### config.mk
export PLATFORM = sky130hd
export DESIGN_NAME = rbb_lane
export DESIGN_NICKNAME = d
export VERILOG_FILES = /design/src/rtl/rbb_pkg.sv /design/src/rtl/rbb_lane.sv
export SDC_FILE = /design/constraint.sdc
export NUM_CORES = 1
export LEC_CHECK = 0
export ABC_AREA = 1
export ABC_CLOCK_PERIOD_IN_PS = 3450
export BUFFER_PORTS_ARGS = -buffer_cell sky130_fd_sc_hd__buf_2
export CAP_MARGIN = 10
export CORE_MARGIN = 3
export CORE_UTILIZATION = 55
export CTS_CLUSTER_DIAMETER = 100
export CTS_CLUSTER_SIZE = 20
export DETAILED_ROUTE_END_ITERATION = 12
export MAX_ROUTING_LAYER = met4
export PLACE_DENSITY = 0.81
export SYNTH_ARGS = -nofsm -noshare
export SYNTH_HDL_FRONTEND = slang
export SYNTH_SLANG_ARGS = --single-unit
### constraint.sdc
create_clock -name i_clk -period 3.45 [get_ports i_clk]
set_clock_uncertainty 0.15 [all_clocks]
set_input_delay 0.345 -clock i_clk [delete_from_list [all_inputs] [get_ports i_clk]]
set_output_delay 0.345 -clock i_clk [all_outputs]
set_load 0.02 [all_outputs]
### src/rtl/rbb_pkg.sv
// ----------------------------------------------------------------------------
// rbb_pkg
// Shared types and constants of the box blur unit.
// ----------------------------------------------------------------------------
package rbb_pkg;

    // Widths of the configuration registers.
    localparam int CFG_W        = 10;
    localparam int RADIUS_CFG_W = 2;
    localparam int CFG_IDX_W    = 2;
    localparam int PIX_W        = 8;

    // Default limits of the frame and kernel.
    localparam int DEF_MAX_WIDTH  = 512;
    localparam int DEF_MAX_HEIGHT = 512;
    localparam int DEF_MAX_RADIUS = 2;

    // Register indexes.
    localparam logic [CFG_IDX_W-1:0] REG_WIDTH  = 2'd0;
    localparam logic [CFG_IDX_W-1:0] REG_HEIGHT = 2'd1;
    localparam logic [CFG_IDX_W-1:0] REG_RADIUS = 2'd2;

    // Reset values of the registers.
    localparam logic [CFG_W-1:0]        RST_WIDTH  = 10'd320;
    localparam logic [CFG_W-1:0]        RST_HEIGHT = 10'd240;
    localparam logic [RADIUS_CFG_W-1:0] RST_RADIUS = 2'd2;

    // Input commands.
    localparam logic CMD_PIXEL = 1'b0;
    localparam logic CMD_FLUSH = 1'b1;

    // Sequencer states.
    typedef enum logic [2:0] {
        ST_IDLE,
        ST_CHECK,
        ST_COMPARE,
        ST_ACC,
        ST_DRAIN,
        ST_DIV,
        ST_HOLD
    } t_state;

    // Control of the channel lanes.
    typedef struct packed {
        logic clear;
        logic acc;
        logic load;
        logic step;
    } t_lane_ctl;

endpackage

### src/rtl/rbb_lane.sv
// ----------------------------------------------------------------------------
// rbb_lane
// One color channel: window accumulator and a bit-serial restoring divider.
// ----------------------------------------------------------------------------
module rbb_lane #(
    parameter int SUM_W = 13,
    parameter int DIV_W = 5
) (
    input  logic                   i_clk,
    input  rbb_pkg::t_lane_ctl     i_ctl,
    input  logic [rbb_pkg::PIX_W-1:0] i_pix,
    input  logic [DIV_W-1:0]       i_divisor,
    output logic [rbb_pkg::PIX_W-1:0] o_mean
);

    logic [SUM_W-1:0] r_acc;
    logic [SUM_W-1:0] r_quo;
    logic [DIV_W-1:0] r_rem;
    logic [DIV_W:0]   rem2;
    logic             fits;

    // One quotient bit per step.
    always_comb begin
        rem2 = {r_rem, r_quo[SUM_W-1]};
        fits = (rem2 >= {1'b0, i_divisor});
    end

    always_ff @(posedge i_clk) begin
        if (i_ctl.clear) begin
            r_acc <= '0;
        end else if (i_ctl.acc) begin
            r_acc <= r_acc + SUM_W'(i_pix);
        end
        if (i_ctl.load) begin
            r_quo <= r_acc;
            r_rem <= '0;
        end else if (i_ctl.step) begin
            r_quo <= {r_quo[SUM_W-2:0], fits};
            r_rem <= fits ? DIV_W'(rem2 - {1'b0, i_divisor}) : DIV_W'(rem2);
        end
    end

    assign o_mean = r_quo[rbb_pkg::PIX_W-1:0];

endmodule

Yosys cells after proc, flatten, opt, wreduce, memory -nomap -nowiden
Cells that the tools add are included.
- mux-type cells: 3
- add/subtract/negate cells: 2
- reduce and logical (&&, ||, !) cells: 1
- $lt $le $gt $ge: 1
- operator list (kind ; number):
    $mux 13 ; 2
    $add 13x8->13 ; 1
    $ge 6x5->1 ; 1
    $mux 5 ; 1
    $sub 5x5->5 ; 1
    $reduce_bool 2->1 ; 1
- flip-flop bits (word level): 31
- output and inout port bits: 8

Longest topological paths before layout
Gate-level depths: netlist of run 1.
- depth after elaboration: 3
- mapped depth: 11
- depth with buffers taken out: 11

Least setup slack after synthesis of run 1
No wires, ideal clock.
- path kind: input -> register
- from: input i_pix[0] (netlist bit)
- to: register r_acc[10]
- stages: 8
- required time: 3185 ps
- arrival: 1488 ps
- slack: 1697 ps
- path through: ha_1 -> fa_1 -> nand2_1 -> nand2_2 -> nand3_1 -> o211ai_2 -> a21oi_1 -> nor2_1
- longest elaborated chain between the ends: 1
- RTL lines (item ; line ; source):
    start, declared ; rbb_lane.sv:11 ; input logic [rbb_pkg::PIX_W-1:0] i_pix,
    $add 13x8->13 ; rbb_lane.sv:32 ; r_acc <= r_acc + SUM_W'(i_pix);
    end signal, assigned ; rbb_lane.sv:32 ;
    end, declared ; rbb_lane.sv:16 ; logic [SUM_W-1:0] r_acc;
No other way between the ends.
A chain may end at the register's enable or synchronous reset.

Worst setup path in the final report of run 1
- from: register r_quo[12]
- to: register r_rem[3]
- longest elaborated chain between the ends: 2
- elaborated cells on any way between the ends: 3
- RTL lines (item ; line ; source):
    start, declared ; rbb_lane.sv:17 ; logic [SUM_W-1:0] r_quo;
    start signal, assigned ; rbb_lane.sv:35 ; r_quo <= r_acc;
    start signal, assigned ; rbb_lane.sv:38 ; r_quo <= {r_quo[SUM_W-2:0], fits};
    $sub 5x5->5 or $ge 6x5->1 (tied branches) ; rbb_lane.sv:39, rbb_lane.sv:25 ;
    $mux 5 (*) ; rbb_lane.sv:39 ; r_rem <= fits ? DIV_W'(rem2 - {1'b0, i_divisor}) : DIV_W'(rem2);
    end signal, assigned ; rbb_lane.sv:39 ;
    end, declared ; rbb_lane.sv:18 ; logic [DIV_W-1:0] r_rem;
Mark *: on every way between the ends. The rest lies on a longest branch, timed or not.

==> results of run 1 <==
per-stage QoR:
stage	utilization	cell area (um^2)	worst slack (ns)	cells
detailed placement	0.6092	2081	1.505	325
CTS	0.6315	2157	1.506	333
finish	0.6315	2157	1.528	333
global route	0.6315	2157	1.347	333
floorplan	-	1988	1.697	266
global placement	0.6092	2081	1.533	325
cell families after synthesis:
group / Yosys count / synth area share
flops: 31 / 0.3776
xor+xnor: 3 / 0.01322
fa+ha+maj: 15 / 0.1020
simple gates: 125 / 0.2763
compound gates: 40 / 0.1101
buf+inv: 52 / 0.1208
power breakdown:
part	total, mW	internal (mW)	switching, mW
Combinational	0.336	0.127	0.209
Clock	0.274	0.149	0.125
Sequential	0.463	0.433	0.0292
Total	1.07	0.709	0.364
layer usage:
layer  up-vias  GRT usage
met3        10    0.04082
met2        42     0.3581
li1        901          -
met1       743     0.2438
met5         -          -
met4         0    0.08376
flip-flops by register name (all words and copies together) (netlist names):
name and flops:
r_quo 13, r_rem 5, r_acc 13
worst max-delay path, cell delays in order, from the launching register on:
cell                       delay [ns]
sky130_fd_sc_hd__edfxtp_1        0.38
sky130_fd_sc_hd__inv_1           0.09
sky130_fd_sc_hd__ha_1            0.14
sky130_fd_sc_hd__inv_1           0.06
sky130_fd_sc_hd__fa_1            0.42
sky130_fd_sc_hd__nand3_1         0.09
sky130_fd_sc_hd__nand2_1         0.08
sky130_fd_sc_hd__nand2_2         0.14
sky130_fd_sc_hd__nand2_2         0.10
sky130_fd_sc_hd__nand3b_1        0.09
sky130_fd_sc_hd__nand3_1         0.07
sky130_fd_sc_hd__nand2_1         0.06
Yosys cell counts (2+ instances only):
| master | count |
|---|---|
| sky130_fd_sc_hd__a21oi_1 | 18 |
| sky130_fd_sc_hd__buf_4 | 8 |
| sky130_fd_sc_hd__buf_6 | 2 |
| sky130_fd_sc_hd__clkbuf_1 | 2 |
| sky130_fd_sc_hd__dfxtp_1 | 18 |
| sky130_fd_sc_hd__edfxtp_1 | 13 |
| sky130_fd_sc_hd__fa_1 | 2 |
| sky130_fd_sc_hd__ha_1 | 13 |
| sky130_fd_sc_hd__inv_1 | 38 |
| sky130_fd_sc_hd__inv_2 | 2 |
| sky130_fd_sc_hd__nand2_1 | 64 |
| sky130_fd_sc_hd__nand2_2 | 3 |
| sky130_fd_sc_hd__nand3_1 | 30 |
| sky130_fd_sc_hd__nor2_1 | 21 |
| sky130_fd_sc_hd__o21ai_0 | 14 |
| sky130_fd_sc_hd__o21ai_1 | 2 |
| sky130_fd_sc_hd__xor2_1 | 2 |
cell type report:
type | instances | area share
Tap cell | 46 | 0.02668
Clock inverter | 3 | 0.01798
Inverter | 40 | 0.06961
Multi-Input combinational cell | 183 | 0.4623
Timing Repair Buffer | 25 | 0.05800
Clock buffer | 5 | 0.01740
Sequential cell | 31 | 0.3480
cells in the final DEF, fill, tap and decap left out, types with 13 or more instances in the layout:
cell,count
sky130_fd_sc_hd__nand2_1,64
sky130_fd_sc_hd__inv_1,38
sky130_fd_sc_hd__nand3_1,30
sky130_fd_sc_hd__buf_2,25
sky130_fd_sc_hd__nor2_1,21
sky130_fd_sc_hd__a21oi_1,18
sky130_fd_sc_hd__dfxtp_1,18
sky130_fd_sc_hd__o21ai_0,14
sky130_fd_sc_hd__ha_1,13
sky130_fd_sc_hd__edfxtp_1,13
how the worst min path moves through the flow:
stage	startpoint	to	depth (start not counted)
after global routing	i_ctl[0]	r_rem[3]	4
after global placement	r_rem[4]	r_rem[4]	2
after detailed placement	r_rem[4]	r_rem[4]	2
after floorplan	r_rem[4]	r_rem[4]	2
after CTS	i_ctl[0]	r_rem[3]	4
final	i_ctl[0]	r_rem[3]	4
==> run_summary.xml, run 1 <==
<?xml version="1.0" encoding="UTF-8"?>
<metrics>
  <group name="power">
    <metric name="ir_drop" unit="mV">0.1928</metric>
    <metric name="leakage" unit="nW">1.083</metric>
    <metric name="final_power" unit="mW">1.073</metric>
    <metric name="power.density_cell_area" unit="mW/mm^2">497.3</metric>
  </group>
  <group name="floorplan">
    <metric name="die_height" unit="um">66.13</metric>
    <metric name="initial_core_util" unit="">0.5821</metric>
    <metric name="die_w" unit="um">66.13</metric>
    <metric name="boundaryPins" unit="">26</metric>
    <metric name="num_rows" unit="">21</metric>
    <metric name="floorplan.die_area" unit="mm^2">0.004373</metric>
    <metric name="design.core.area" unit="mm^2">0.003416</metric>
  </group>
  <group name="setup_path">
    <metric name="crit_path_end_kind" unit="">flip-flop</metric>
    <metric name="rrSetupSlack" unit="ns">1.53</metric>
    <metric name="timing.critical_path.fanout_max" unit="">8</metric>
    <metric name="rr_startpoint" unit="">r_quo[12]</metric>
    <metric name="cp-start-kind" unit="">flip-flop</metric>
    <metric name="timing.reg2reg.worst_path_depth" unit="">11</metric>
    <metric name="critical_path.reg2reg.endpoint" unit="">r_rem[3]</metric>
    <metric name="timing.critical_path.to" unit="">r_rem[3]</metric>
    <metric name="worstPathArrival" unit="ns">2.04</metric>
    <metric name="startpoint" unit="">r_quo[12]</metric>
    <metric name="kind_of_critical_path" unit="">flip-flop to flip-flop</metric>
    <metric name="timing.critical_path.required" unit="ns">3.57</metric>
  </group>
  <group name="synth">
    <metric name="ys_dominant_reg_cell" unit="">sky130_fd_sc_hd__dfxtp_1</metric>
    <metric name="postSynthCellCount" unit="">266</metric>
    <metric name="yosysTopAreaCellShare" unit="">0.1963</metric>
    <metric name="synth.avg_cell_area" unit="um^2">7.474</metric>
    <metric name="synth_cell_types" unit="">31</metric>
    <metric name="syn-cell-area" unit="mm^2">0.001988</metric>
    <metric name="yosys-top-cells-area" unit="">sky130_fd_sc_hd__edfxtp_1, sky130_fd_sc_hd__dfxtp_1, sky130_fd_sc_hd__nand2_1</metric>
    <metric name="mappedNetlistNets" unit="">299</metric>
    <metric name="postSynth.asyncResetShare" unit="">0</metric>
    <metric name="synth_warnings" unit="">0</metric>
    <metric name="netlist.top_cell.by_area" unit="">sky130_fd_sc_hd__edfxtp_1</metric>
    <metric name="number_of_flops_mapped_to_enable_cells_by_yosys" unit="">13</metric>
    <metric name="synth-seq-area-share" unit="">0.3776</metric>
    <metric name="synth_seq_cells" unit="">31</metric>
  </group>
  <group name="timing">
    <metric name="rsz0062_at_grt" unit="">false</metric>
    <metric name="timing_hold_violations_final" unit="">0</metric>
    <metric name="final-setup-viol-count" unit="">0</metric>
    <metric name="timing.final.crit_period" unit="ns">1.922</metric>
    <metric name="worstMarginPinSlew" unit="ns">0.5565</metric>
    <metric name="fin_crit_sh" unit="">0.5571</metric>
    <metric name="slew-limit-headroom" unit="">0.6286</metric>
    <metric name="hold-worst-slack" unit="ns">0.1480</metric>
    <metric name="fmaxAchievable" unit="MHz">520.3</metric>
    <metric name="final.setup.tns" unit="ns">0</metric>
    <metric name="number_of_max_slew_violations_in_the_final_report" unit="">0</metric>
  </group>
  <group name="place">
    <metric name="numPortBuffers" unit="">25</metric>
    <metric name="detailed_place_hpwl" unit="um">3109</metric>
    <metric name="gp_congestion" unit="">0.9802</metric>
  </group>
  <group name="cells_and_area">
    <metric name="n_fill_cell" unit="">337</metric>
    <metric name="synthToLayoutAreaGrowth" unit="%">8.496</metric>
    <metric name="nNetsFinal" unit="">319</metric>
    <metric name="final-seq-area" unit="um^2">750.7</metric>
    <metric name="multi_input_comb_area" unit="um^2">997.2</metric>
    <metric name="post_route_cells_drive_above_1_share" unit="">0.1498</metric>
    <metric name="antennaDiodeCount" unit="">0</metric>
  </group>
  <group name="route">
    <metric name="dr_wl_met2" unit="um">1933</metric>
    <metric name="drt_pass1_iterations" unit="">6</metric>
    <metric name="met3WireLength" unit="um">183</metric>
    <metric name="top_layer_in_use" unit="">met4</metric>
    <metric name="wl_per_cell" unit="um">12.23</metric>
    <metric name="vias_per_std_cell" unit="">5.093</metric>
    <metric name="drc" unit="">0</metric>
    <metric name="detail_route.wirelength.met1" unit="um">1879</metric>
    <metric name="number_of_drc_markers_after_the_initial_detailed_route_iteration" unit="">84</metric>
    <metric name="route.antenna.remaining_nets" unit="">0</metric>
    <metric name="routed_via_count" unit="">1696</metric>
    <metric name="wl" unit="um">4073</metric>
  </group>
  <group name="grt">
    <metric name="grt_start_max_net_pins" unit="">23</metric>
    <metric name="grt_use_total" unit="">0.2106</metric>
    <metric name="total_overflow_reported_by_the_global_router" unit="">0</metric>
    <metric name="grt_pass1_vias" unit="">1605</metric>
    <metric name="antenna_found_initial" unit="">0</metric>
    <metric name="grt_first_pass_wirelength" unit="um">6865</metric>
  </group>
  <group name="clock_tree">
    <metric name="tritoncts.num_buffers" unit="">5</metric>
    <metric name="post_cts_resize_count" unit="">0</metric>
    <metric name="post_cts_hold_buffer_count" unit="">0</metric>
    <metric name="clock-root-buffer" unit="">sky130_fd_sc_hd__clkbuf_4</metric>
    <metric name="max-clock-path-buffers" unit="">2</metric>
    <metric name="cts_tree" unit="">yes</metric>
    <metric name="worstSkewPairLatency" unit="ns">0.32</metric>
    <metric name="clock_sink_count" unit="">31</metric>
    <metric name="worst_setup_hold_path_clk_slew" unit="ns">0.09</metric>
    <metric name="number_of_buffers_inserted_to_repair_setup_after_cts" unit="">0</metric>
    <metric name="htreeDepth" unit="">2</metric>
  </group>
  <group name="min_path">
    <metric name="hold_path_class" unit="">primary input to flip-flop</metric>
  </group>
  <group name="flow_run">
    <metric name="max_cap_violations" unit="">0</metric>
  </group>
  <group name="outcome">
    <metric name="run_status" unit="">finished, final reports clean</metric>
  </group>
</metrics>
(Power assumes the default switching activity.)
==> inputs of run 2 (changes only) <==
- ABC_AREA: 1 -> 0
- ABC_CLOCK_PERIOD_IN_PS: 3450 -> 1800
- PLACE_DENSITY: 0.81 -> 0.8
- clock period: 3.45 -> 1.8 ns (I/O delays scaled with it)
==> run_summary.xml, run 2 <==
<?xml version="1.0" encoding="UTF-8"?>
<metrics>
  <group name="grt">
    <metric name="groute.layer.met1.usage" unit="">0.3378</metric>
    <metric name="total_overflow_reported_by_the_global_router" unit="">0</metric>
    <metric name="antenna_found_initial" unit="">0</metric>
    <metric name="grt_start_max_net_pins" unit="">29</metric>
    <metric name="global_route.usage.met3" unit="">0.04762</metric>
    <metric name="grt_first_pass_wirelength" unit="um">8556</metric>
    <metric name="grtUsageMet2" unit="">0.3973</metric>
    <metric name="grt-busiest-layer" unit="">met2</metric>
    <metric name="grt_use_total" unit="">0.2541</metric>
    <metric name="grt_pass1_vias" unit="">1842</metric>
  </group>
  <group name="timing">
    <metric name="fin_crit_sh" unit="">1.244</metric>
    <metric name="worstMarginPinSlew" unit="ns">0.5534</metric>
    <metric name="number_of_max_slew_violations_in_the_final_report" unit="">0</metric>
    <metric name="timing.final.crit_period" unit="ns">2.239</metric>
    <metric name="postLayoutSetupSlackWorst" unit="ns">-0.4389</metric>
    <metric name="rsz0062_at_grt" unit="">true</metric>
    <metric name="final.setup.tns" unit="ns">-2.164</metric>
    <metric name="slew-limit-headroom" unit="">0.6306</metric>
    <metric name="timing_hold_violations_final" unit="">0</metric>
    <metric name="final-setup-viol-count" unit="">7</metric>
    <metric name="fmaxAchievable" unit="MHz">446.6</metric>
  </group>
  <group name="floorplan">
    <metric name="die_w" unit="um">67.88</metric>
    <metric name="num_rows" unit="">21</metric>
    <metric name="die_height" unit="um">67.88</metric>
    <metric name="initial_core_util" unit="">0.5981</metric>
    <metric name="design.core.area" unit="mm^2">0.003521</metric>
    <metric name="boundaryPins" unit="">26</metric>
    <metric name="floorplan.die_area" unit="mm^2">0.004607</metric>
  </group>
  <group name="synth">
    <metric name="synthXorXnorAreaFrac" unit="">0.01248</metric>
    <metric name="postSynth.asyncResetShare" unit="">0</metric>
    <metric name="synth_cell_types" unit="">52</metric>
    <metric name="complex_gate_fraction_of_the_synthesized_area" unit="">0.1985</metric>
    <metric name="postSynthCellCount" unit="">224</metric>
    <metric name="mappedNetlistNets" unit="">257</metric>
    <metric name="post_synth_mux_area_share" unit="">0.07843</metric>
    <metric name="yosys-top-cells-count" unit="">sky130_fd_sc_hd__dfxtp_1, sky130_fd_sc_hd__inv_1</metric>
    <metric name="synth.avg_cell_area" unit="um^2">9.401</metric>
    <metric name="dominant_combinational_cell_family_by_area_after_synthesis" unit="">compound AO/OA/AOI/OAI gates</metric>
    <metric name="synth_seq_cells" unit="">31</metric>
    <metric name="yosys-top-cells-area" unit="">sky130_fd_sc_hd__edfxtp_1, sky130_fd_sc_hd__dfxtp_1, sky130_fd_sc_hd__ha_1</metric>
    <metric name="syn-cell-area" unit="mm^2">0.002106</metric>
    <metric name="synth_simple_gate_area_share" unit="">0.1818</metric>
    <metric name="synth_warnings" unit="">0</metric>
    <metric name="synth-seq-area-share" unit="">0.3565</metric>
    <metric name="number_of_flops_mapped_to_enable_cells_by_yosys" unit="">13</metric>
    <metric name="ys_dominant_reg_cell" unit="">sky130_fd_sc_hd__dfxtp_1</metric>
    <metric name="yosysTopAreaCellShare" unit="">0.1854</metric>
    <metric name="yosys.cell_count.top_type" unit="">sky130_fd_sc_hd__dfxtp_1</metric>
    <metric name="post_synth_fa_ha_maj_area_fraction" unit="">0.09626</metric>
    <metric name="netlist.top_cell.by_area" unit="">sky130_fd_sc_hd__edfxtp_1</metric>
  </group>
  <group name="place">
    <metric name="gp_congestion" unit="">0.8887</metric>
    <metric name="detailed_place_hpwl" unit="um">3848</metric>
    <metric name="numPortBuffers" unit="">25</metric>
    <metric name="dpl_worst_slack" unit="ns">-0.4182</metric>
  </group>
  <group name="cells_and_area">
    <metric name="layout.cells.most_common_list" unit="">sky130_fd_sc_hd__buf_4, sky130_fd_sc_hd__buf_2, sky130_fd_sc_hd__inv_1, sky130_fd_sc_hd__edfxtp_1</metric>
    <metric name="mostFrequentLayoutCell" unit="">sky130_fd_sc_hd__buf_4</metric>
    <metric name="synthToLayoutAreaGrowth" unit="%">30.42</metric>
    <metric name="antennaDiodeCount" unit="">0</metric>
    <metric name="post_route_cells_drive_above_1_share" unit="">0.4043</metric>
    <metric name="final-seq-area" unit="um^2">758.2</metric>
    <metric name="top_regs" unit="">r_acc x13, r_quo x13, r_rem x5</metric>
    <metric name="nNetsFinal" unit="">309</metric>
    <metric name="multi_input_comb_area" unit="mm^2">0.001369</metric>
    <metric name="n_fill_cell" unit="">243</metric>
  </group>
  <group name="power">
    <metric name="leakage" unit="nW">1.131</metric>
    <metric name="power.combinational.fraction" unit="">0.393</metric>
    <metric name="clkPwrFrac" unit="">0.211</metric>
    <metric name="ir_drop" unit="mV">0.6582</metric>
    <metric name="cellInternalPower" unit="mW">1.616</metric>
    <metric name="share_seq_of_total_power" unit="">0.396</metric>
    <metric name="netSwitchingPower" unit="mW">0.8564</metric>
    <metric name="final_power" unit="mW">2.472</metric>
    <metric name="switching_share" unit="">0.3464</metric>
    <metric name="power.density_cell_area" unit="mW/mm^2">900.1</metric>
  </group>
  <group name="setup_path">
    <metric name="cp.buffers_inverters" unit="">2</metric>
    <metric name="cp_slowest_stage_delay" unit="ns">0.35</metric>
    <metric name="worstPathArrival" unit="ns">2.27</metric>
    <metric name="crit_path_cell_trace" unit="">inv_1 -&gt; ha_2 -&gt; inv_2 -&gt; fa_2 -&gt; a211o_2 -&gt; o211a_1 -&gt; or3_1 -&gt; a31o_1</metric>
    <metric name="cpLargestDelayFamily" unit="">compound AO/OA/AOI/OAI gates</metric>
    <metric name="timing.reg2reg.worst_path_depth" unit="">8</metric>
    <metric name="timing.critical_path.fanout_max" unit="">2</metric>
    <metric name="kind_of_critical_path" unit="">flip-flop to flip-flop</metric>
    <metric name="timing.critical_path.required" unit="ns">1.83</metric>
    <metric name="crit_path_end_kind" unit="">flip-flop</metric>
    <metric name="slowest_stage" unit="">sky130_fd_sc_hd__edfxtp_1</metric>
    <metric name="cp-start-kind" unit="">flip-flop</metric>
    <metric name="cp_num_cells" unit="">8</metric>
  </group>
  <group name="clock_tree">
    <metric name="clock-root-buffer" unit="">sky130_fd_sc_hd__clkbuf_8</metric>
    <metric name="tritoncts.num_buffers" unit="">5</metric>
    <metric name="htreeDepth" unit="">2</metric>
    <metric name="worst_setup_hold_path_clk_slew" unit="ns">0.06</metric>
    <metric name="worstSkewPairLatency" unit="ns">0.28</metric>
    <metric name="clock_sink_count" unit="">31</metric>
    <metric name="max-clock-path-buffers" unit="">2</metric>
    <metric name="cts_tree" unit="">yes</metric>
  </group>
  <group name="min_path">
    <metric name="min_path_cells" unit="">2</metric>
    <metric name="hold_path_class" unit="">primary input to flip-flop</metric>
  </group>
  <group name="outcome">
    <metric name="run_status" unit="">finished, violations left</metric>
    <metric name="failed_checks" unit="">negative setup slack</metric>
  </group>
  <group name="route">
    <metric name="drc" unit="">0</metric>
    <metric name="route.antenna.remaining_nets" unit="">0</metric>
    <metric name="drt_pass1_iterations" unit="">5</metric>
    <metric name="vias_per_std_cell" unit="">6.347</metric>
    <metric name="wl_per_cell" unit="um">17.92</metric>
    <metric name="wl" unit="um">5787</metric>
    <metric name="number_of_drc_markers_after_the_initial_detailed_route_iteration" unit="">215</metric>
    <metric name="routed_via_count" unit="">2050</metric>
  </group>
  <group name="flow_run">
    <metric name="max_cap_violations" unit="">0</metric>
  </group>
</metrics>
==> run 2: per-stage QoR <==
stage / cells / hold WS, ns / util / cell area (um^2)
floorplan: 224 / 0.1375 / - / 2130
global placement: 311 / 0.3236 / 0.6983 / 2459
detailed placement: 311 / 0.3390 / 0.6983 / 2459
CTS: 321 / 0.05051 / 0.7413 / 2610
global route: 323 / 0.07149 / 0.7800 / 2746
finish: 323 / 0.05871 / 0.7800 / 2746
==> run 2: logic make-up (layout without fill, tap and decap cells) <==
family | count (synthesis) | count (layout)
muxes | 15 | 15
buffers and inverters | 34 | 87
AOI/OAI and AO/OA | 58 | 58
and+or+nand+nor | 68 | 68
DFF | 31 | 31
adders and majority gates | 15 | 15
xor gates and xnor gates | 3 | 3
==> run 2: worst paths after layout <==
check / startpoint / to / slack [ns]
setup reg to reg: r_quo[12] / r_rem[3] / -0.44
setup / recovery: r_quo[12] / r_rem[3] / -0.44
hold reg to reg: r_acc[7] / r_acc[7] / 0.36
hold / removal: i_ctl[0] / r_rem[1] / 0.06
==> run 2: worst reg2reg max path, stage by stage (launching register included) <==
cell,delay [ns]
sky130_fd_sc_hd__edfxtp_1,0.35
sky130_fd_sc_hd__inv_1,0.08
sky130_fd_sc_hd__ha_2,0.18
sky130_fd_sc_hd__inv_2,0.04
sky130_fd_sc_hd__fa_2,0.34
sky130_fd_sc_hd__a211o_2,0.31
sky130_fd_sc_hd__o211a_1,0.13
sky130_fd_sc_hd__or3_1,0.35
sky130_fd_sc_hd__a31o_1,0.21
==> run 2: metal layers <==
metal	vias to the layer above	share of wire
met3	15	0.062
li1	964	-
met4	0	0.019
met5	-	0
met1	975	0.44
met2	96	0.48
==> run 2: cell type report <==
type,instances,area share
Inverter,16,0.02187
Clock inverter,2,0.002733
Timing Repair Buffer,63,0.1535
Multi-Input combinational cell,159,0.4984
Tap cell,46,0.02096
Sequential cell,31,0.2761
Clock buffer,6,0.02642
==> run 2: power by group through the flow <==
stage,registers (mW),clock network [mW],logic (mW)
floorplan,0.937,0,0.573
global route,0.992,0.556,1.05
global placement,0.976,0,0.796
detailed placement,0.979,0,0.822
finish,0.980,0.521,0.971
CTS,0.969,0.522,0.865
==> run 2: timing repair <==
item | CTS | global route
pin swaps | 6 | 11
setup endpoints to repair | 14 | 14
hold buffers | 0 | 0
buffers inserted | 2 | 2
gates resized for setup | 9 | 28
==> inputs of run 3 (changes only) <==
- REMOVE_ABC_BUFFERS: not set -> 1
- SKIP_LAST_GASP: not set -> 1
==> run_summary.xml, run 3 (synthesis results as in run 2) <==
<?xml version="1.0" encoding="UTF-8"?>
<metrics>
  <group name="outcome">
    <metric name="run_status" unit="">finished, violations left</metric>
    <metric name="failed_checks" unit="">negative setup slack</metric>
  </group>
  <group name="setup_path">
    <metric name="startpoint" unit="">r_quo[12]</metric>
    <metric name="timing.critical_path.required" unit="ns">1.84</metric>
    <metric name="cp_slowest_stage_delay" unit="ns">0.39</metric>
    <metric name="rr_startpoint" unit="">r_quo[12]</metric>
    <metric name="most_common_cell_on_crit_path" unit="">sky130_fd_sc_hd__inv_2</metric>
    <metric name="worstPathArrival" unit="ns">2.42</metric>
    <metric name="timing.critical_path.fanout_max" unit="">3</metric>
    <metric name="slowest_stage" unit="">sky130_fd_sc_hd__edfxtp_1</metric>
    <metric name="crit_path_cell_trace" unit="">inv_2 -&gt; ha_4 -&gt; inv_2 -&gt; fa_2 -&gt; a211o_2 -&gt; o211a_1 -&gt; or3_1 -&gt; a31o_1</metric>
    <metric name="crit_path_end_kind" unit="">flip-flop</metric>
    <metric name="kind_of_critical_path" unit="">flip-flop to flip-flop</metric>
    <metric name="cp-start-kind" unit="">flip-flop</metric>
  </group>
  <group name="clock_tree">
    <metric name="clock-root-buffer" unit="">sky130_fd_sc_hd__clkbuf_8</metric>
    <metric name="worstSkewPairLatency" unit="ns">0.29</metric>
    <metric name="htreeDepth" unit="">2</metric>
    <metric name="tritoncts.num_buffers" unit="">5</metric>
    <metric name="clock_sink_count" unit="">31</metric>
    <metric name="max-clock-path-buffers" unit="">2</metric>
    <metric name="worst_setup_hold_path_clk_slew" unit="ns">0.07</metric>
    <metric name="post_cts_hold_buffer_count" unit="">0</metric>
    <metric name="cts_tree" unit="">yes</metric>
  </group>
  <group name="timing">
    <metric name="final-setup-viol-count" unit="">13</metric>
    <metric name="postLayoutSetupSlackWorst" unit="ns">-0.5765</metric>
    <metric name="fin_crit_sh" unit="">1.320</metric>
    <metric name="number_of_max_slew_violations_in_the_final_report" unit="">0</metric>
    <metric name="fmaxAchievable" unit="MHz">420.8</metric>
    <metric name="hold-worst-slack" unit="ns">0.03964</metric>
    <metric name="timing_hold_violations_final" unit="">0</metric>
    <metric name="slew-limit-headroom" unit="">0.6007</metric>
    <metric name="timing.final.crit_period" unit="ns">2.377</metric>
    <metric name="rsz0062_at_grt" unit="">true</metric>
    <metric name="worstMarginPinSlew" unit="ns">0.5963</metric>
  </group>
  <group name="grt">
    <metric name="grt_first_pass_wirelength" unit="um">9577</metric>
    <metric name="grt_start_max_net_pins" unit="">29</metric>
    <metric name="total_overflow_reported_by_the_global_router" unit="">0</metric>
    <metric name="grt_use_total" unit="">0.2907</metric>
    <metric name="antenna_found_initial" unit="">0</metric>
    <metric name="grt_pass1_vias" unit="">1951</metric>
  </group>
  <group name="floorplan">
    <metric name="floorplan.die_area" unit="mm^2">0.004607</metric>
    <metric name="initial_core_util" unit="">0.5981</metric>
    <metric name="design.core.area" unit="mm^2">0.003521</metric>
    <metric name="die_w" unit="um">67.88</metric>
    <metric name="num_rows" unit="">21</metric>
    <metric name="die_height" unit="um">67.88</metric>
    <metric name="boundaryPins" unit="">26</metric>
  </group>
  <group name="power">
    <metric name="netSwitchingPower" unit="mW">0.9670</metric>
    <metric name="switching_share" unit="">0.3640</metric>
    <metric name="ir_drop" unit="mV">0.6544</metric>
    <metric name="power.density_cell_area" unit="mW/mm^2">946.5</metric>
    <metric name="clkPwrFrac" unit="">0.224</metric>
    <metric name="share_seq_of_total_power" unit="">0.375</metric>
    <metric name="power.combinational.fraction" unit="">0.401</metric>
    <metric name="leakage" unit="nW">1.152</metric>
    <metric name="cellInternalPower" unit="mW">1.689</metric>
  </group>
  <group name="place">
    <metric name="detailed_place_hpwl" unit="um">3629</metric>
    <metric name="numPortBuffers" unit="">25</metric>
    <metric name="gp_congestion" unit="">0.8927</metric>
    <metric name="dp.cells" unit="">308</metric>
    <metric name="dpl_worst_slack" unit="ns">-0.5600</metric>
  </group>
  <group name="cells_and_area">
    <metric name="antennaDiodeCount" unit="">0</metric>
    <metric name="top_regs" unit="">r_acc x13, r_quo x13, r_rem x5</metric>
    <metric name="final_core_util" unit="">0.7971</metric>
    <metric name="multi_input_comb_area" unit="mm^2">0.001406</metric>
    <metric name="synthToLayoutAreaGrowth" unit="%">33.27</metric>
    <metric name="n_fill_cell" unit="">209</metric>
    <metric name="final-seq-area" unit="um^2">759.5</metric>
    <metric name="nNetsFinal" unit="">311</metric>
    <metric name="finalNonFillerCells" unit="">325</metric>
    <metric name="mostFrequentLayoutCell" unit="">sky130_fd_sc_hd__buf_4</metric>
    <metric name="post_route_cells_drive_above_1_share" unit="">0.4194</metric>
    <metric name="layout.cells.most_common_list" unit="">sky130_fd_sc_hd__buf_4, sky130_fd_sc_hd__buf_2, sky130_fd_sc_hd__nand2_1, sky130_fd_sc_hd__edfxtp_1</metric>
  </group>
  <group name="route">
    <metric name="route.antenna.remaining_nets" unit="">0</metric>
    <metric name="vias_per_std_cell" unit="">6.886</metric>
    <metric name="wl" unit="um">7496</metric>
    <metric name="number_of_drc_markers_after_the_initial_detailed_route_iteration" unit="">262</metric>
    <metric name="wl_per_cell" unit="um">23.06</metric>
    <metric name="drc" unit="">0</metric>
    <metric name="routed_via_count" unit="">2238</metric>
    <metric name="drt_pass1_iterations" unit="">6</metric>
  </group>
  <group name="flow_run">
    <metric name="max_cap_violations" unit="">0</metric>
  </group>
  <group name="min_path">
    <metric name="holdCritStartpoint" unit="">i_ctl[0]</metric>
    <metric name="hold_path_class" unit="">primary input to flip-flop</metric>
  </group>
</metrics>
-- run 3: changes by cell type in the layout (fill, tap and decap cells not counted), sizes merged --
cell / before / now
clkbuf: 6 / 7
buf: 63 / 65
clkinv: 4 / 3
-- run 3: timing repair --
action | CTS | global route
resized for setup | 36 | 11
setup buffers | 7 | 3
endpoints found under the setup margin | 15 | 14
pin swaps | 23 | 20
-- run 3: final timing paths --
| check | to | slack, ns | depth (start not counted) |
|---|---|---|---|
| hold reg to reg | r_rem[4] | 0.40 | 2 |
| setup / recovery | r_rem[3] | -0.58 | 8 |
| hold / removal | r_rem[0] | 0.04 | 2 |
| setup reg to reg | r_rem[3] | -0.58 | 8 |
-- run 3: per-stage QoR --
step	cell area [um^2]	total power, mW	setup TNS [ns]
after global placement	2421	1.742	-2.792
final	2806	2.656	-3.050
after CTS	2726	2.446	-1.797
after detailed placement	2421	1.762	-3.425
after global routing	2806	2.743	-3.640
after floorplan	2006	1.435	-1.663
-- run 3: area by class of cell --
type | count | area share
Sequential cell | 31 | 0.2706
Clock buffer | 7 | 0.03076
Multi-Input combinational cell | 159 | 0.5011
Timing Repair Buffer | 65 | 0.1543
Inverter | 16 | 0.02140
Tap cell | 46 | 0.02051
Clock inverter | 1 | 0.001337
-- run 3: metal layers --
metal | vias up | track usage | share of wire
li1 | 960 | - | -
met1 | 1048 | 0.3829 | 0.38
met2 | 183 | 0.4386 | 0.47
met3 | 47 | 0.05255 | 0.11
met4 | 0 | 0.1266 | 0.049
met5 | - | - | 0
-- run 3: power by group through the flow --
| stage | logic (mW) | registers (mW) | clock network [mW] |
|---|---|---|---|
| 5_1_grt | 1.13 | 1.01 | 0.606 |
| 6_report | 1.06 | 0.997 | 0.595 |
| 3_3_place_gp | 0.765 | 0.977 | 0 |
| 3_5_place_dp | 0.783 | 0.978 | 0 |
| 2_1_floorplan | 0.445 | 0.990 | 0 |
| 4_1_cts | 0.898 | 0.978 | 0.571 |
-- run 3: worst max-delay path, delay by kind of cell, from the launching register on --
family | cells | cell delay, ns
compound gates | 3 | 0.76
fa+ha+maj | 2 | 0.47
flops | 1 | 0.39
simple gates | 1 | 0.39
buf+inv | 2 | 0.13
